--- config.mk ---
export PLATFORM = sky130hd
export DESIGN_NAME = dns_query_answer_builder
export DESIGN_NICKNAME = d
export VERILOG_FILES = /design/src/sv/dqab_pkg.sv /design/src/sv/dqab_store.sv /design/src/sv/dns_query_answer_builder.sv
export SDC_FILE = /design/constraint.sdc
export NUM_CORES = 2
export LEC_CHECK = 0
export BUFFER_PORTS_ARGS = -buffer_cell sky130_fd_sc_hd__buf_2
export CAP_MARGIN = 25
export CORE_MARGIN = 10
export CORE_UTILIZATION = 24
export CTS_BUF_LIST = sky130_fd_sc_hd__clkbuf_4
export DETAILED_ROUTE_END_ITERATION = 12
export GPL_ROUTABILITY_DRIVEN = 0
export MAX_ROUTING_LAYER = met4
export PLACE_DENSITY = 0.47
export RECOVER_POWER = 50
export SYNTH_ARGS = -nofsm -noshare
export SYNTH_HDL_FRONTEND = slang
export SYNTH_SLANG_ARGS = --single-unit
export TNS_END_PERCENT = 50
--- constraint.sdc ---
create_clock -name clock -period 5.6 [get_ports clock]
set_clock_uncertainty 0.1 [all_clocks]
set_input_delay 1.4 -clock clock [delete_from_list [all_inputs] [get_ports clock]]
set_output_delay 1.4 -clock clock [all_outputs]
set_load 0.01 [all_outputs]
--- src/sv/dqab_pkg.sv ---
// Shared sizes and types of the DNS answer builder.
package dqab_pkg;

   localparam int BUFFER_BYTES = 512;
   localparam int ADDR_W       = $clog2(BUFFER_BYTES);
   localparam int COUNT_W      = $clog2(BUFFER_BYTES + 1);
   // Widest walk position: last byte, a 255-byte label plus its length, then 5 more
   localparam int POS_W        = $clog2(BUFFER_BYTES + 262);

   typedef struct packed {
      logic              en;
      logic [ADDR_W-1:0] addr;
      logic [7:0]        data;
   } store_wr_type;

endpackage

--- src/sv/dqab_store.sv ---
// Packet byte store: one write port, one read port with registered data.
module dqab_store import dqab_pkg::*; (
   input  logic              clock,
   input  store_wr_type      wr,
   input  logic [ADDR_W-1:0] rd_addr,
   output logic [7:0]        rd_data
);

   logic [7:0] store_ff [BUFFER_BYTES];
   logic [7:0] rd_data_ff;

   always_ff @(posedge clock) begin
      if (wr.en) begin
         store_ff[wr.addr] <= wr.data;
      end
      rd_data_ff <= store_ff[rd_addr];
   end

   assign rd_data = rd_data_ff;

endmodule

--- src/sv/dns_query_answer_builder.sv ---
// Top level of the DNS answer builder: receive, question walk and response packing.
// Input: one byte per cycle while busy is low; a last byte ending a 12+ byte packet raises busy.
// After the last byte: fetch of the question count, a walk of each label including the
// zero label that ends a name, a fit check, then one byte per cycle; the receiver cannot stall,
// busy drops as the last word goes out. Reset (sync): idle, byte count 0, address 0; store kept.
module dns_query_answer_builder import dqab_pkg::*; (
   input  logic        clock,
   input  logic        reset,
   input  logic        start,
   output logic        busy,
   input  logic [7:0]  req_in_byte,
   input  logic        req_in_last,
   output logic        rsp_strobe,
   output logic [63:0] rsp_out_data,
   output logic [3:0]  rsp_out_count,
   output logic        rsp_out_last,
   input  logic        csr_valid,
   output logic        csr_ready,
   input  logic [31:0] csr_answer_address
);

   // sequencer states
   localparam logic [2:0] ST_RECV    = 3'd0;
   localparam logic [2:0] ST_QD_ADDR = 3'd1;
   localparam logic [2:0] ST_QD_HI   = 3'd2;
   localparam logic [2:0] ST_QD_LO   = 3'd3;
   localparam logic [2:0] ST_WALK    = 3'd4;
   localparam logic [2:0] ST_LABEL   = 3'd5;
   localparam logic [2:0] ST_FIT     = 3'd6;
   localparam logic [2:0] ST_EMIT    = 3'd7;

   localparam int HEADER_BYTES = 12;
   localparam int ANSWER_BYTES = 16;
   localparam int QUESTION_TAIL = 5;   // zero label, type, class

   localparam logic [ADDR_W-1:0] QDCOUNT_HI_ADDR = ADDR_W'(4);
   localparam logic [ADDR_W-1:0] QDCOUNT_LO_ADDR = ADDR_W'(5);

   localparam logic [7:0] FLAGS_HI   = 8'h81;
   localparam logic [7:0] FLAGS_LO   = 8'h80;
   localparam logic [7:0] NAME_PTR_HI = 8'hC0;
   localparam logic [7:0] NAME_PTR_LO = 8'h0C;
   localparam logic [7:0] TTL_LO     = 8'h3C;
   localparam logic [7:0] RDLEN_LO   = 8'h04;

   // header bytes rewritten in the response; everything else is copied
   function automatic logic [7:0] query_byte(logic [POS_W-1:0] idx, logic [7:0] data);
      logic [7:0] b;
      b = data;
      case (idx)
         POS_W'(2):  b = FLAGS_HI;
         POS_W'(3):  b = FLAGS_LO;
         POS_W'(7):  b = 8'h01;        // answer count 1
         POS_W'(6), POS_W'(8), POS_W'(9), POS_W'(10), POS_W'(11): b = 8'h00;
         default:    b = data;
      endcase
      return b;
   endfunction

   // fixed A record: name pointer, type A, class IN, TTL 60, length 4, address
   function automatic logic [7:0] answer_byte(logic [3:0] idx, logic [31:0] addr);
      logic [7:0] b;
      case (idx)
         4'd0:    b = NAME_PTR_HI;
         4'd1:    b = NAME_PTR_LO;
         4'd3:    b = 8'h01;
         4'd5:    b = 8'h01;
         4'd9:    b = TTL_LO;
         4'd11:   b = RDLEN_LO;
         4'd12:   b = addr[31:24];
         4'd13:   b = addr[23:16];
         4'd14:   b = addr[15:8];
         4'd15:   b = addr[7:0];
         default: b = 8'h00;
      endcase
      return b;
   endfunction

   logic [2:0]         state_ff, state_in;
   logic [COUNT_W-1:0] count_ff, count_in;
   logic [POS_W-1:0]   len_ff, len_in;
   logic [7:0]         qd_hi_ff, qd_hi_in;
   logic [15:0]        qd_ff, qd_in;
   logic [15:0]        q_ff, q_in;
   logic [POS_W-1:0]   pos_ff, pos_in;
   logic [POS_W-1:0]   total_ff, total_in;
   logic [POS_W-1:0]   issue_ff, issue_in;
   logic               p_vld_ff, p_vld_in;
   logic [POS_W-1:0]   p_idx_ff, p_idx_in;
   logic [63:0]        word_ff, word_in;
   logic               rsp_strobe_ff, rsp_strobe_in;
   logic [63:0]        rsp_data_ff, rsp_data_in;
   logic [3:0]         rsp_count_ff, rsp_count_in;
   logic               rsp_last_ff, rsp_last_in;
   logic [31:0]        answer_addr_ff;

   store_wr_type      store_wr;
   logic [ADDR_W-1:0] rd_addr;
   logic [7:0]        rd_data;

   logic             accepted;
   logic             room;
   logic [POS_W-1:0] name_end;
   logic [POS_W-1:0] label_next;
   logic [15:0]      qd_read;
   logic [7:0]       out_byte;
   logic [2:0]       lane;
   logic [63:0]      merged;
   logic             is_last;

   dqab_store u_store (
      .clock   (clock),
      .wr      (store_wr),
      .rd_addr (rd_addr),
      .rd_data (rd_data)
   );

   assign busy      = (state_ff != ST_RECV);
   assign accepted  = start && !busy;
   assign room      = (count_ff < COUNT_W'(BUFFER_BYTES));
   assign csr_ready = 1'b1;

   // bytes past the buffer are dropped, count saturates
   assign store_wr.en   = accepted && room;
   assign store_wr.addr = count_ff[ADDR_W-1:0];
   assign store_wr.data = req_in_byte;

   assign name_end   = pos_ff + POS_W'(QUESTION_TAIL);
   assign label_next = pos_ff + POS_W'(rd_data) + POS_W'(1);
   assign qd_read    = {qd_hi_ff, rd_data};

   // response byte arriving from the read issued last cycle
   assign out_byte = (p_idx_ff < pos_ff) ? query_byte(p_idx_ff, rd_data)
                                         : answer_byte(4'(p_idx_ff - pos_ff), answer_addr_ff);
   assign lane     = p_idx_ff[2:0];
   assign merged   = word_ff | ({out_byte, 56'd0} >> {lane, 3'b000});
   assign is_last  = (p_idx_ff == total_ff - POS_W'(1));

   always_comb begin
      state_in      = state_ff;
      count_in      = count_ff;
      len_in        = len_ff;
      qd_hi_in      = qd_hi_ff;
      qd_in         = qd_ff;
      q_in          = q_ff;
      pos_in        = pos_ff;
      total_in      = total_ff;
      issue_in      = issue_ff;
      p_vld_in      = 1'b0;
      p_idx_in      = p_idx_ff;
      word_in       = word_ff;
      rsp_strobe_in = 1'b0;
      rsp_data_in   = rsp_data_ff;
      rsp_count_in  = rsp_count_ff;
      rsp_last_in   = rsp_last_ff;
      rd_addr       = '0;

      case (state_ff)
         ST_RECV: begin
            if (accepted) begin
               if (room) begin
                  count_in = count_ff + COUNT_W'(1);
               end
               if (req_in_last) begin
                  len_in   = POS_W'(count_ff) + (room ? POS_W'(1) : POS_W'(0));
                  count_in = '0;
                  // runt packets drop right here
                  if (len_in >= POS_W'(HEADER_BYTES)) begin
                     state_in = ST_QD_ADDR;
                  end
               end
            end
         end
         ST_QD_ADDR: begin
            rd_addr  = QDCOUNT_HI_ADDR;
            state_in = ST_QD_HI;
         end
         ST_QD_HI: begin
            rd_addr  = QDCOUNT_LO_ADDR;
            qd_hi_in = rd_data;
            state_in = ST_QD_LO;
         end
         ST_QD_LO: begin
            if (qd_read == 16'd0) begin
               state_in = ST_RECV;
            end else begin
               qd_in    = qd_read;
               q_in     = '0;
               pos_in   = POS_W'(HEADER_BYTES);
               state_in = ST_WALK;
            end
         end
         ST_WALK, ST_LABEL: begin
            if (state_ff == ST_WALK && pos_ff < len_ff) begin
               rd_addr  = pos_ff[ADDR_W-1:0];
               state_in = ST_LABEL;
            end else if (state_ff == ST_LABEL && rd_data != 8'd0) begin
               pos_in   = label_next;
               state_in = ST_WALK;
            end else begin
               // end of one name; overrun clamps to the packet length
               if (name_end > len_ff) begin
                  pos_in   = len_ff;
                  state_in = ST_FIT;
               end else begin
                  pos_in   = name_end;
                  q_in     = q_ff + 16'd1;
                  state_in = (q_ff + 16'd1 == qd_ff) ? ST_FIT : ST_WALK;
               end
            end
         end
         ST_FIT: begin
            if (pos_ff + POS_W'(ANSWER_BYTES) > POS_W'(BUFFER_BYTES)) begin
               state_in = ST_RECV;
            end else begin
               total_in = pos_ff + POS_W'(ANSWER_BYTES);
               issue_in = '0;
               word_in  = '0;
               state_in = ST_EMIT;
            end
         end
         ST_EMIT: begin
            // issue side: one read per cycle
            rd_addr  = issue_ff[ADDR_W-1:0];
            p_idx_in = issue_ff;
            if (issue_ff < total_ff) begin
               issue_in = issue_ff + POS_W'(1);
               p_vld_in = 1'b1;
            end
            // pack side: fill lanes from the top, flush on lane 7 or the last byte
            if (p_vld_ff) begin
               if (lane == 3'd7 || is_last) begin
                  rsp_strobe_in = 1'b1;
                  rsp_data_in   = merged;
                  rsp_count_in  = {1'b0, lane} + 4'd1;
                  rsp_last_in   = is_last;
                  word_in       = '0;
                  if (is_last) begin
                     state_in = ST_RECV;
                  end
               end else begin
                  word_in = merged;
               end
            end
         end
         default: begin
            state_in = ST_RECV;
         end
      endcase
   end

   always_ff @(posedge clock) begin
      if (reset) begin
         state_ff       <= ST_RECV;
         count_ff       <= '0;
         p_vld_ff       <= 1'b0;
         rsp_strobe_ff  <= 1'b0;
         answer_addr_ff <= '0;
      end else begin
         state_ff      <= state_in;
         count_ff      <= count_in;
         p_vld_ff      <= p_vld_in;
         rsp_strobe_ff <= rsp_strobe_in;
         if (csr_valid && csr_ready) begin
            answer_addr_ff <= csr_answer_address;
         end
      end
   end

   // datapath, no reset needed
   always_ff @(posedge clock) begin
      len_ff       <= len_in;
      qd_hi_ff     <= qd_hi_in;
      qd_ff        <= qd_in;
      q_ff         <= q_in;
      pos_ff       <= pos_in;
      total_ff     <= total_in;
      issue_ff     <= issue_in;
      p_idx_ff     <= p_idx_in;
      word_ff      <= word_in;
      rsp_data_ff  <= rsp_data_in;
      rsp_count_ff <= rsp_count_in;
      rsp_last_ff  <= rsp_last_in;
   end

   assign rsp_strobe    = rsp_strobe_ff;
   assign rsp_out_data  = rsp_data_ff;
   assign rsp_out_count = rsp_count_ff;
   assign rsp_out_last  = rsp_last_ff;

`ifndef SYNTH
   a_mid_word_full: assert property (@(posedge clock) disable iff (reset)
      rsp_strobe && !rsp_out_last |-> rsp_out_count == 4'd8)
      else $error("non-final word not full");

   a_mid_word_busy: assert property (@(posedge clock) disable iff (reset)
      rsp_strobe && !rsp_out_last |-> busy)
      else $error("response word after sequencer went idle");

   a_idle_no_read: assert property (@(posedge clock) disable iff (reset)
      state_ff == ST_RECV |-> !p_vld_ff)
      else $error("pending store read while receiving");

   a_issue_bound: assert property (@(posedge clock) disable iff (reset)
      state_ff == ST_EMIT |-> issue_ff <= total_ff)
      else $error("read issue ran past response length");

   a_count_bound: assert property (@(posedge clock) disable iff (reset)
      count_ff <= COUNT_W'(BUFFER_BYTES))
      else $error("byte count past buffer size");
`endif

endmodule

==> impl_metrics.ini <==
[setup_path]
path_buf_inv = 3
worst-r2r-setup-slack_ps = -60
crit_cells = 3
crit_path_end = u_store.store_ff[480][6]
reg2reg_depth = 18
crit_type = primary input to register
critPathSlowestCell = dlymetal6s4s_1
cp_max_fo = 77
crit_arrival_ps = 6940
startpoint = req_in_byte[6]
cp_top_family = buffers and inverters
start_kind = primary input
r2r_start = len_ff[1]
end_kind = register
slowest_delay_ps = 3450
regToRegEndpoint = u_store.rd_data[4]
path_cells = dlygate4sd3_1, dlymetal6s4s_1, clkbuf_2
critPathRequiredTime_ps = 6840

[floorplanning]
core_mm2 = 0.732
dieWidth_um = 877
rows = 314
io_pins = 117
start_util_pct = 24.1
die_h_um = 877
die_area_mm2 = 0.770

[yosys]
ys_ff_latch = 4374
synth_area_per_cell_um2 = 13.6
synth_area_mm2 = 0.176
synth_fp_nets = 13100
async_flop_share_pct = 0
postSynthCellCount = 13000
yosysSeqAreaShare_pct = 74.1
synthFlopType = edfxtp_1
synth-edff-count = 4319
synth-warning-count = 0
synth_cell_types = 95

[sta]
maxSlewViolCount = 1857
rsz0062_at_grt = yes
layout_setup_ws_ps = -90.7
post-route-period-util_pct = 102
hold_violations = 0
setup_viol = 19
max_slew_margin_pct = -272
worstMarginPinSlew_ps = 5590
period_needed_ps = 5690
tns_ps = -817
fmax_mhz = 176

[routing]
vias = 124000
drt_iter0_markers = 16400
antenna_left = 0
firstDrtPassIters = 8
drc = 0
vias_per_cell = 4.93
routed_wirelength_um = 709000
drt-wirelength-per-cell_um = 28.1

[clocking]
clockRootBuffer = clkbuf_4
clk_pin_slew_worst_paths_ps = 60
cts_max_path_buffers = 5
h-tree-depth = 7
clkLatencyLatePin_ps = 1850
clkSinkCount = 4374
tritoncts = built
cts_buffers = 1251
post-cts-setup-buffer-count = 0

[pwr]
ir_drop_mv = 0.410
p_leak_nw = 72.7
p_per_area_mw_per_mm2 = 440

[grt]
antenna_found_initial = 80
grt_max_degree = 125
grt_overflow = 0
grt_pass1_vias = 118000
grt_pass1_wl_um = 971000
grt_usage_pct = 18.2

[finish]
nNetsFinal = 14700
drive_above_1_share_pct = 20.3
final_area_mm2 = 0.211
syn_to_final_growth_pct = 19.7

[placement]
placed_cell_area_mm2 = 0.196
dpl_worst_slack_ps = -252
port_buffers = 115
hpwl_um = 450000

[outcome]
violations = max-capacitance violations, max-slew violations, negative setup slack
outcome = finished, violations left

[min_path]
hold_path_class = primary input to register

[flow_run]
drv_cap = 31
-- layout by cell type (no fill, tap or decap), types with 106 or more instances in the layout --
master	count
edfxtp_1	4319
nand2_1	2864
clkbuf_4	1855
nand3_1	929
buf_4	791
nor2_1	710
a21oi_1	703
mux2i_1	562
a31oi_1	267
nand4_1	179
buf_12	156
clkinv_1	141
o22ai_1	134
o21ai_0	119
buf_2	110
a32oi_1	106
-- where the power goes --
group	total, mW	leakage, nW	internal, mW	switching [mW]
combinational	27.3	24.5	7.74	19.6
clock	29.4	9.05	15.6	13.8
sequential	36.3	39.2	36.1	0.168
total	93.0	72.7	59.4	33.6
-- Yosys cell counts, types with 107 or more instances --
cell	number	area, um^2
nand3_1	942	4710
buf_2	378	1890
nand2_1	2879	10800
a31oi_1	267	1670
mux2i_1	564	5650
nor2_1	738	2770
edfxtp_1	4319	130000
o22ai_1	134	838
clkbuf_1	313	1170
a32oi_1	107	937
a21oi_1	705	3530
o21ai_0	122	611
nand4_1	179	1120
-- worst min path at each step --
stage	from	end	slack, ps	cells after the start
global route	reset	answer_addr_ff[22]	180	3
CTS	reset	answer_addr_ff[22]	70	3
detailed placement	qd_hi_ff[7]	qd_ff[15]	340	0
global placement	qd_hi_ff[7]	qd_ff[15]	330	0
floorplan	qd_hi_ff[0]	qd_ff[8]	330	0
finish	reset	answer_addr_ff[23]	260	3
-- area by class of cell --
| type | count | area, um^2 |
|---|---|---|
| clock inverter | 183 | 1080 |
| antenna | 62 | 155 |
| timing repair buffer | 1201 | 10700 |
| fill | 74900 | 521000 |
| multi-input combinational | 7709 | 42000 |
| tap | 9796 | 12300 |
| inverter | 69 | 259 |
| clock buffer | 1851 | 13900 |
| sequential | 4374 | 131000 |
-- metal layers --
metal	share of wire, %	global-route usage (%)
met1	42	24.2
met2	45	27.1
met3	9.5	4.16
met4	3.2	6.59
met5	0	-
-- cell families after synthesis --
| family | count (synthesis) | share of synthesized area (%) |
|---|---|---|
| AO/OA/AOI/OAI | 1872 | 6.91 |
| XOR/XNOR | 83 | 0.412 |
| adder cells (fa/ha/maj) | 66 | 0.477 |
| buffers and inverters | 930 | 2.40 |
| flip-flops | 4374 | 74.1 |
| multiplexers | 590 | 3.38 |
| other | 1 | 0.00213 |
| AND/OR/NAND/NOR | 5097 | 12.3 |
-- tightest hold or removal path, stage by stage --
cell and delay, ps:
buf_2 210, buf_4 290, nor2_1 130
-- flip-flops by register name (all words and copies together) (netlist names), 10 cells and up --
register,cells
answer_addr_ff,32
count_ff,10
issue_ff,10
len_ff,10
p_idx_ff,10
pos_ff,10
q_ff,16
qd_ff,16
rsp_out_data,64
total_ff,10
u_store.store_ff,4096
word_ff,64
-- through the flow --
step	hold slack [ps]	util (%)	power, mW	std cells
floorplan	327	-	50.7	13000
global placement	330	26.7	63.9	23100
detailed placement	339	26.8	63.9	23100
CTS	65.2	28.9	93.2	25200
global route	176	28.8	96.4	25200
finish	259	28.8	93.0	25200
-- what timing repair did --
| item | 4_1_cts | 5_1_grt |
|---|---|---|
| setup endpoints to repair | 4 | 4 |
| hold endpoints to repair | 488 | 0 |
| pin swaps | 1 | 0 |
| cloned | 0 | 0 |
| gates resized for setup | 5 | 13 |
| hold buffers | 59 | 0 |
Note: power is estimated with default switching activity, not from simulation.
